`config.mk`:
```
export PLATFORM = sky130hd
export DESIGN_NAME = ssrt_cell
export DESIGN_NICKNAME = d
export VERILOG_FILES = /design/src/rtl/ssrt_pkg.sv /design/src/rtl/ssrt_cell.sv
export VERILOG_INCLUDE_DIRS = /design/src /design/src/rtl
export SDC_FILE = /design/constraint.sdc
export NUM_CORES = 1
export LEC_CHECK = 0
export BUFFER_PORTS_ARGS = -buffer_cell sky130_fd_sc_hd__buf_2
export CAP_MARGIN = 20
export CELL_PAD_IN_SITES_DETAIL_PLACEMENT = 0
export CELL_PAD_IN_SITES_GLOBAL_PLACEMENT = 1
export CORE_UTILIZATION = 39
export CTS_BUF_LIST = sky130_fd_sc_hd__clkbuf_8 sky130_fd_sc_hd__clkbuf_16
export CTS_CLUSTER_DIAMETER = 200
export DETAILED_ROUTE_END_ITERATION = 6
export PLACE_DENSITY_LB_ADDON = 0.08
export REMOVE_ABC_BUFFERS = 1
export SLEW_MARGIN = 20
export SYNTH_ARGS = -nofsm -noshare
export SYNTH_HDL_FRONTEND = slang
export SYNTH_SLANG_ARGS = --single-unit
```
`constraint.sdc`:
```
create_clock -name aclk -period 6.21 [get_ports aclk]
set_clock_uncertainty 0.15 [all_clocks]
set_input_delay 1.242 -clock aclk [delete_from_list [all_inputs] [get_ports aclk]]
set_output_delay 1.242 -clock aclk [all_outputs]
set_load 0.05 [all_outputs]
```
`src/rtl/assert_macros.svh`:
```
// Assertion macros shared by the sorter RTL.
`ifndef ASSERT_MACROS_SVH
`define ASSERT_MACROS_SVH

// Check an implication on every clock edge outside reset.
`define ASSERT_IMPL(label, clk, rstn, prop) \
    label: assert property (@(posedge clk) disable iff (!rstn) prop) \
        else $error("assertion failed: %m");

// Check that an expression never holds outside reset.
`define ASSERT_NEVER(label, clk, rstn, expr) \
    label: assert property (@(posedge clk) disable iff (!rstn) !(expr)) \
        else $error("forbidden condition: %m");

`endif

```
`src/rtl/ssrt_pkg.sv`:
```
// Types and constants of the systolic insertion sorter.
package ssrt_pkg;

    localparam int CAPACITY = 64;
    localparam int VALUE_W  = 31;
    localparam int CNT_W    = (CAPACITY > 1) ? $clog2(CAPACITY) : 1;

    typedef enum logic {
        OP_INSERT = 1'b0,
        OP_FLUSH  = 1'b1
    } op_t;

    typedef enum logic [1:0] {
        ST_INSERT,
        ST_DRAIN,
        ST_FLUSH
    } state_t;

    typedef struct packed {
        logic               vld;
        logic [VALUE_W-1:0] value;
    } link_t;

    typedef struct packed {
        logic               full;
        logic [VALUE_W-1:0] value;
    } slot_t;

endpackage

```
`src/rtl/ssrt_cell.sv`:
```
// One compare-and-pass cell of the sorting chain.
`include "assert_macros.svh"

module ssrt_cell (
    input  logic           aclk,
    input  logic           aresetn,
    input  ssrt_pkg::link_t link_in,
    output ssrt_pkg::link_t link_out,
    input  logic           shift,
    input  ssrt_pkg::slot_t slot_in,
    output ssrt_pkg::slot_t slot_out
);
    import ssrt_pkg::*;

    logic               full_reg, full_next;
    logic [VALUE_W-1:0] held_reg, held_next;
    logic               vld_reg, vld_next;
    logic [VALUE_W-1:0] pass_reg, pass_next;

    always_comb begin
        full_next = full_reg;
        held_next = held_reg;
        vld_next  = 1'b0;
        pass_next = pass_reg;
        if (shift) begin
            full_next = slot_in.full;
            held_next = slot_in.value;
        end else if (link_in.vld) begin
            if (!full_reg) begin
                full_next = 1'b1;
                held_next = link_in.value;
            end else if (link_in.value > held_reg) begin
                held_next = link_in.value;
                pass_next = held_reg;
                vld_next  = 1'b1;
            end else begin
                pass_next = link_in.value;
                vld_next  = 1'b1;
            end
        end
    end

    always_ff @(posedge aclk) begin
        if (!aresetn) begin
            full_reg <= 1'b0;
            vld_reg  <= 1'b0;
        end else begin
            full_reg <= full_next;
            vld_reg  <= vld_next;
        end
        held_reg <= held_next;
        pass_reg <= pass_next;
    end

    assign link_out.vld   = vld_reg;
    assign link_out.value = pass_reg;
    assign slot_out.full  = full_reg;
    assign slot_out.value = held_reg;

    `ASSERT_NEVER(no_shift_during_push, aclk, aresetn, shift && link_in.vld)
    `ASSERT_IMPL(empty_cell_passes_nothing, aclk, aresetn, !full_reg |-> !vld_reg)

endmodule

```
Word level (Yosys, flattened, before mapping)
Index checks and enable logic that the tools add are counted. W data, S select, Z words.

Order comparisons: 1. Eq/ne operators: 1. Mux-type cells: 8. Bitwise gates (word level): 3. Reduce and logical (&&, ||, !) cells: 4.

Operator list (count): $mux W31 (5); $gt A31 B31 Y1 (1); $mux W1 (3); $ne A3 B2 Y1 const B (1); $not A1 Y1 (3); $reduce_and A3 Y1 (1); $reduce_or A3 Y1 (1); $reduce_and A2 Y1 (1); $reduce_bool A2 Y1 (1).

Flip-flop bits (word level): 64. Bits of input ports: 67. Word-level logic and storage cells: 21. Output and inout port bits: 64.

Depth between registers and ports, before layout
Gate-level depths: netlist of the first run.

Word-level depth: 5. Mapped depth: 9. Depth with buffers taken out: 8.

Least setup slack after synthesis of the first run
Ideal clock, no wire load.

Path type: input-to-reg. Start point: input link_in[30] (netlist name). End point: register held_reg[0], enable pin. Setup time: 430 ps. Arrival: 4124 ps. Stages: 8. Required time: 5630 ps. Setup slack: 1507 ps. Path buffers: 1. Cell sequence: ha_1 -> nand4_2 -> nor4_2 -> a221oi_1 -> o21ai_2 -> a22oi_4 -> buf_6 -> a21oi_1.

Cells in the longest elaborated chain, start to end: 3.

RTL lines: start, declared (RTL line ssrt_cell.sv:7) `input ssrt_pkg::link_t link_in,`; $gt A31 B31 Y1 (RTL line ssrt_cell.sv:32) `end else if (link_in.value > held_reg) begin`; $ne A3 B2 Y1 (no line); $reduce_and A2 Y1 (no line); end signal, assigned (RTL line ssrt_cell.sv:51) `held_reg <= held_next;`; end, declared (RTL line ssrt_cell.sv:16) `logic [VALUE_W-1:0] held_reg, held_next;`.

Every way passes these cells. A chain may end at the register's enable or synchronous reset.

Worst setup path after layout of the first run
Start point: input link_in[13] (netlist name). End point: register pass_reg[0] (data pin).

Cells in the longest elaborated chain, start to end: 2.

RTL lines: $gt A31 B31 Y1 (RTL line ssrt_cell.sv:32); $mux W31 (RTL line ssrt_cell.sv:32); end signal, assigned (RTL line ssrt_cell.sv:52) `pass_reg <= pass_next;`; end, declared (RTL line ssrt_cell.sv:18) `logic [VALUE_W-1:0] pass_reg, pass_next;`.

Every way passes these cells.

==> results.json, run 1 <==
{
  "crit_slowest_cell": "buf_4",
  "combPwrFrac_pct": 27.5,
  "ys_ff_latch": 64,
  "path_cells": "buf_2 > ha_1 > nand4_1 > nor4_1 > and3b_2 > a22oi_4 > buf_4 > mux2_2",
  "core_um2": 8848,
  "crit_required_ps": 6140,
  "cp_max_fo": 31,
  "leakage_nw": 2.176,
  "synth_area_um2": 3616,
  "post_cts_resized": 0,
  "postSynthCellCount": 255,
  "final_cell_count_no_fill": 501,
  "slew_viol_final": 0,
  "intPower_mw": 0.8749,
  "dp.cells": 485,
  "clk_pin_slew_ps": 70,
  "rsz0062_at_grt": "false",
  "cts_inserted_buffers": 9,
  "hold_violations": 0,
  "cp-start-kind": "input port",
  "dieArea_um2": 9661,
  "start_util_pct": 40.87,
  "clkPwrFrac_pct": 30.1,
  "hold_depth": 1,
  "cts-hold-fix-buffers": 0,
  "violations": "design-rule violations",
  "ios": 131,
  "final_util_pct": 51.82,
  "route.antenna.remaining_nets": 0,
  "yosysSeqAreaShare_pct": 52.60,
  "yosysWarningCount": 0,
  "p_sw_mw": 0.3826,
  "relSlewSlack_pct": 43.96,
  "grt_pass1_vias": 2432,
  "synth_top_family_by_area": "multiplexers",
  "final_cell_mix": "buf_2 (130), edfxtp_1 (62), inv_1 (33), mux2_2 (32), ha_1 (31)",
  "finalPower_mw": 1.257,
  "pwr_density_cell_nw_per_um2": 274.2,
  "postLayoutCellArea_um2": 4586,
  "cts.sinks": 64,
  "cp-end-kind": "flop",
  "area_delta_synth_final_pct": 26.82,
  "synth-edff-count": 62,
  "avgRoutedWirePerCell_um": 15.03,
  "ir_drop_uv": 122.1,
  "post_cts_buffers": 0,
  "htreeDepth": 3,
  "std_cell_rows": 34,
  "die_y_um": 98.29,
  "maxCapViolations": 0,
  "synth-main-ff-cell": "edfxtp_1",
  "clock_path_buffers": 2,
  "worst-path-stages": 8,
  "dpl.hpwl_mm": 5.378,
  "hold_class": "flop to flop",
  "grt_max_degree": 37,
  "layout.cells.most_common": "buf_2",
  "layout.nets": 487,
  "drt_iter0_drc": 61,
  "critPathKind": "input port to flop",
  "port_buffers": 130,
  "critPathTopFamily": "simple AND/OR/NAND/NOR gates",
  "fin_setup_tns_ps": 0,
  "synthXorXnorAreaFrac_pct": 0,
  "p_seq_share_pct": 42.5,
  "cp_data_arrival_time_ps": 3780,
  "ff2ff_path_depth": 8,
  "synth-simple-area-share_pct": 4.706,
  "totalWireLength_mm": 7.532,
  "clockRootBuffer": "clkbuf_8",
  "place_area_um2": 4358,
  "synth.avg_cell_area_um2": 14.18,
  "fp.dieW_um": 98.29,
  "groute.usage.overall_pct": 16.53,
  "min_period_over_period_pct": 61.97,
  "antenna_found_initial": 0,
  "gp_congestion": 0.7159,
  "grt_pass1_wl_mm": 12.19,
  "cts_tree": "yes",
  "setup_viol": 0,
  "synth.distinct_cells": 32,
  "synth_compound_area_share_pct": 4.879,
  "crit_buf_inv": 2,
  "synth_mux_area_share_pct": 22.01,
  "max_freq_mhz": 259.8,
  "slowest_delay_ps": 550,
  "dr.pass1.iters": 7,
  "period_needed_ps": 3849,
  "worst_slew_pin_slew_ps": 840.5,
  "vias": 2416,
  "grt-ovfl-total": 0,
  "p_sw_share_pct": 30.42,
  "async_reset_ff_share_pct": 0,
  "via_per_inst": 4.822,
  "drc": 8,
  "antenna_cells": 0,
  "run_status": "complete, but fails checks",
  "clk_latency_ps": 340,
  "synth_adder_area_share_pct": 10.73,
  "drive_above_1_share_pct": 53.94
}
## cells in the mapped netlist (2+ instances only)
master / n / area [um^2]
a21oi_1: 14 / 70.07
a221oi_1: 2 / 17.52
buf_1: 2 / 7.510
buf_4: 2 / 15.01
buf_6: 3 / 33.78
clkbuf_1: 2 / 7.510
dfxtp_1: 2 / 40.04
edfxtp_1: 62 / 1862
ha_1: 31 / 387.9
inv_1: 32 / 120.1
mux2_2: 32 / 360.4
mux2_4: 29 / 435.4
nand2_1: 10 / 37.54
nand3_1: 3 / 15.01
nand4_1: 4 / 25.02
nor2_1: 5 / 18.77
o21ai_0: 5 / 25.02
## through the flow
stage / setup slack (ps) / hold WS, ps
final: 2361 / 418.7
after global routing: 2142 / 452.8
after global placement: 1968 / 406.0
after floorplan: 1384 / 723.9
after CTS: 2335 / 417.1
after detailed placement: 1984 / 399.0
## worst paths after layout
path / slack (ps) / startpoint / endpoint
setup reg to reg: 2970 / held_reg[13] / pass_reg[0]
setup / recovery: 2360 / link_in[13] / pass_reg[0]
hold reg to reg: 420 / full_reg / full_reg
hold / removal: 420 / full_reg / full_reg
## power groups by stage
stage / Combinational [mW] / Clock (mW) / Sequential, mW
global route: 0.374 / 0.411 / 0.538
CTS: 0.347 / 0.389 / 0.535
detailed placement: 0.345 / 0 / 0.545
finish: 0.345 / 0.378 / 0.534
floorplan: 0.159 / 0 / 0.640
global placement: 0.342 / 0 / 0.544
## layout make-up
class	count	area, um^2
Tap cell	108	135.1
Multi-Input combinational cell	150	1543
Clock buffer	9	123.9
Sequential cell	64	1902
Fill cell	810	4263
Inverter	32	120.1
Timing Repair Buffer	132	685.7
Clock inverter	6	76.32
## per-layer routing
layer	GRT usage (%)	vias to the layer above	share of wire, %
met5	0	-	0
met3	6.084	7	7.6
li1	-	1214	-
met2	26.98	82	47
met4	4.822	0	1.0
met1	20.53	1113	45
## cell families (layout without fill, tap and decap cells)
| family | count (synthesis) | count (layout) |
|---|---|---|
| DFF | 64 | 64 |
| muxes | 61 | 61 |
| and+or+nand+nor | 31 | 31 |
| buffers and inverters | 41 | 179 |
| adders and majority gates | 31 | 31 |
| AOI/OAI and AO/OA | 27 | 27 |
Note: power is estimated with default switching activity, not from simulation.
==> inputs of run 2 (changes only) <==
Settings changed: ABC_AREA set to 1, CORE_UTILIZATION 39 to 33.
Clock period 6.21 ns to 3.45 ns, I/O delays scaled along.
==> run 2 against run 1 <==
The run now ends clean; largest cell class unchanged; final area rose by 4.3%; largest power group unchanged; first-iteration DRC count grew 72%; critical path type unchanged; global-route usage up 1.2 points; core utilization shrank 8.1 points.
==> results.json, run 2 <==
{
  "drc": 0,
  "synth-main-ff-cell": "edfxtp_1",
  "groute.usage.overall_pct": 17.76,
  "fin_setup_tns_ps": 0,
  "postSynthCellCount": 430,
  "slowest_delay_ps": 290,
  "synth_area_um2": 3732,
  "fp.dieW_um": 108.4,
  "path_common_cell": "nand2_4",
  "synth-edff-count": 62,
  "post_cts_resized": 0,
  "critPathTopFamily": "simple AND/OR/NAND/NOR gates",
  "ys_top_cells_by_count": "nand2_1 (195), edfxtp_1 (62), inv_1 (51)",
  "totalWireLength_mm": 9.824,
  "vias": 3233,
  "yosysSeqAreaShare_pct": 50.96,
  "std_cell_rows": 38,
  "ys_ff_latch": 64,
  "rsz0062_at_grt": "false",
  "run_status": "finished clean",
  "critPathKind": "input port to flop",
  "synth.avg_cell_area_um2": 8.680,
  "fillers": 1130,
  "slew_viol_final": 0,
  "worst_slew_pin_slew_ps": 641.5,
  "core_um2": 10940,
  "synth.top_cell.area_share_pct": 49.88,
  "cp-end-kind": "flop",
  "hold_violations": 0,
  "grt_pass1_vias": 3050,
  "clockRootBuffer": "clkbuf_16",
  "cts-hold-fix-buffers": 0,
  "grt_max_degree": 32,
  "die_y_um": 108.4,
  "intPower_mw": 1.592,
  "clock_path_buffers": 2,
  "p_sw_mw": 0.8043,
  "ios": 131,
  "maxCapViolations": 0,
  "dr.pass1.iters": 4,
  "ir_drop_uv": 193.2,
  "yosysWarningCount": 0,
  "post_cts_buffers": 0,
  "max_freq_mhz": 412.6,
  "place_area_um2": 4526,
  "dpl.hpwl_mm": 6.814,
  "setup_viol": 0,
  "htreeDepth": 3,
  "gp_congestion": 0.7356,
  "drive_above_1_share_pct": 28.85,
  "postLayoutCellArea_um2": 4782,
  "grt_pass1_wl_mm": 15.35,
  "crit_buf_inv": 2,
  "drt_iter0_drc": 105,
  "layout.nets": 658,
  "area_delta_synth_final_pct": 28.13,
  "relSlewSlack_pct": 57.17,
  "cp_data_arrival_time_ps": 2290,
  "combPwrFrac_pct": 26.2,
  "clk_pin_slew_ps": 50,
  "cts.sinks": 64,
  "synth.distinct_cells": 25,
  "pwr_density_cell_nw_per_um2": 501.0,
  "cts_inserted_buffers": 9,
  "min_period_over_period_pct": 70.26,
  "synth_top_cell_by_area": "edfxtp_1",
  "cp-start-kind": "input port",
  "route.antenna.remaining_nets": 0,
  "cp_max_fo": 16,
  "synth_area_leaders": "edfxtp_1 (50%), nand2_1 (20%), ha_1 (10%)",
  "whs_ps": 401.2,
  "p_seq_share_pct": 40.6,
  "antenna_cells": 0,
  "antenna_found_initial": 0,
  "leakage_nw": 2.537,
  "layout.cells.most_common": "nand2_1",
  "clkPwrFrac_pct": 33.2,
  "path_cells": "buf_2 > ha_1 > nand2_1 > nor2_1 > nand4_1 > nor2_4 > nand2_2 > nand2_4 > nand2_4 > a21oi_4 > buf_4",
  "grt-ovfl-total": 0,
  "clk_latency_ps": 330,
  "period_needed_ps": 2424,
  "final_cell_mix": "nand2_1 (195), buf_2 (130), edfxtp_1 (62), inv_1 (52), nand3_1 (34)",
  "dieArea_um2": 11740,
  "avgRoutedWirePerCell_um": 13.93,
  "cts_tree": "yes",
  "hold_class": "input port to flop",
  "synth.most_common_cell": "nand2_1",
  "port_buffers": 130,
  "async_reset_ff_share_pct": 0,
  "p_sw_share_pct": 33.57,
  "crit_slowest_cell": "ha_1",
  "start_util_pct": 34.13,
  "crit_required_ps": 3310,
  "via_per_inst": 4.586
}
[run 2: cells by family after synthesis]
logic type | after synthesis | synth area share (%)
AO/OA/AOI/OAI | 16 | 2.447
adder cells (fa/ha/maj) | 31 | 10.39
buffers and inverters | 70 | 8.247
flip-flops | 64 | 50.96
AND/OR/NAND/NOR | 249 | 27.96
[run 2: worst register-to-register path: cells and delay by family (launching register included)]
family,cells,cell delay [ps]
compound gates,1,110
fa+ha+maj,1,290
buf+inv,2,340
flops,1,380
simple gates,7,780
[run 2: path summary, 6_finish.rpt]
path,from,endpoint,slack (ps),cells after the start
worst min register to register,full_reg,full_reg,410,3
worst min-delay path,slot_in[31],full_reg,400,2
worst max register to register,held_reg[22],held_reg[29],1070,11
worst max-delay path,link_in[22],held_reg[29],1030,11
[run 2: routing by layer]
metal | global-route usage [%] | vias to the layer above | wire [um]
li1 | - | 1643 | -
met1 | 23.45 | 1486 | 4611
met2 | 28.57 | 93 | 4588
met3 | 3.376 | 11 | 450
met4 | 7.239 | 0 | 174
met5 | 0 | - | 0
[run 2: metrics by stage]
stage	total power [mW]	instances	worst slack [ps]	utilization [%]
3_5_place_dp	1.627	689	638.0	41.38
3_3_place_gp	1.619	689	640.0	41.38
2_1_floorplan	1.419	412	-75.81	-
5_1_grt	2.527	705	841.3	43.73
6_report	2.396	705	1026	43.73
4_1_cts	2.430	705	981.9	43.73
[run 2: layout make-up]
type	count	area, um^2	area share, %
clock buffer	9	225.2	4.710
clock inverter	7	31.28	0.6541
inverter	52	195.2	4.082
multi-input combinational	296	1538	32.16
sequential	64	1902	39.77
tap	140	175.2	3.663
timing repair buffer	137	715.7	14.97
[run 2: power by group through the flow]
stage	clock (mW)	sequential, mW	combinational, mW
final	0.795	0.973	0.628
after global routing	0.843	0.979	0.705
after CTS	0.816	0.974	0.639
after detailed placement	0	0.989	0.638
after global placement	0	0.988	0.631
after floorplan	0	1.17	0.251
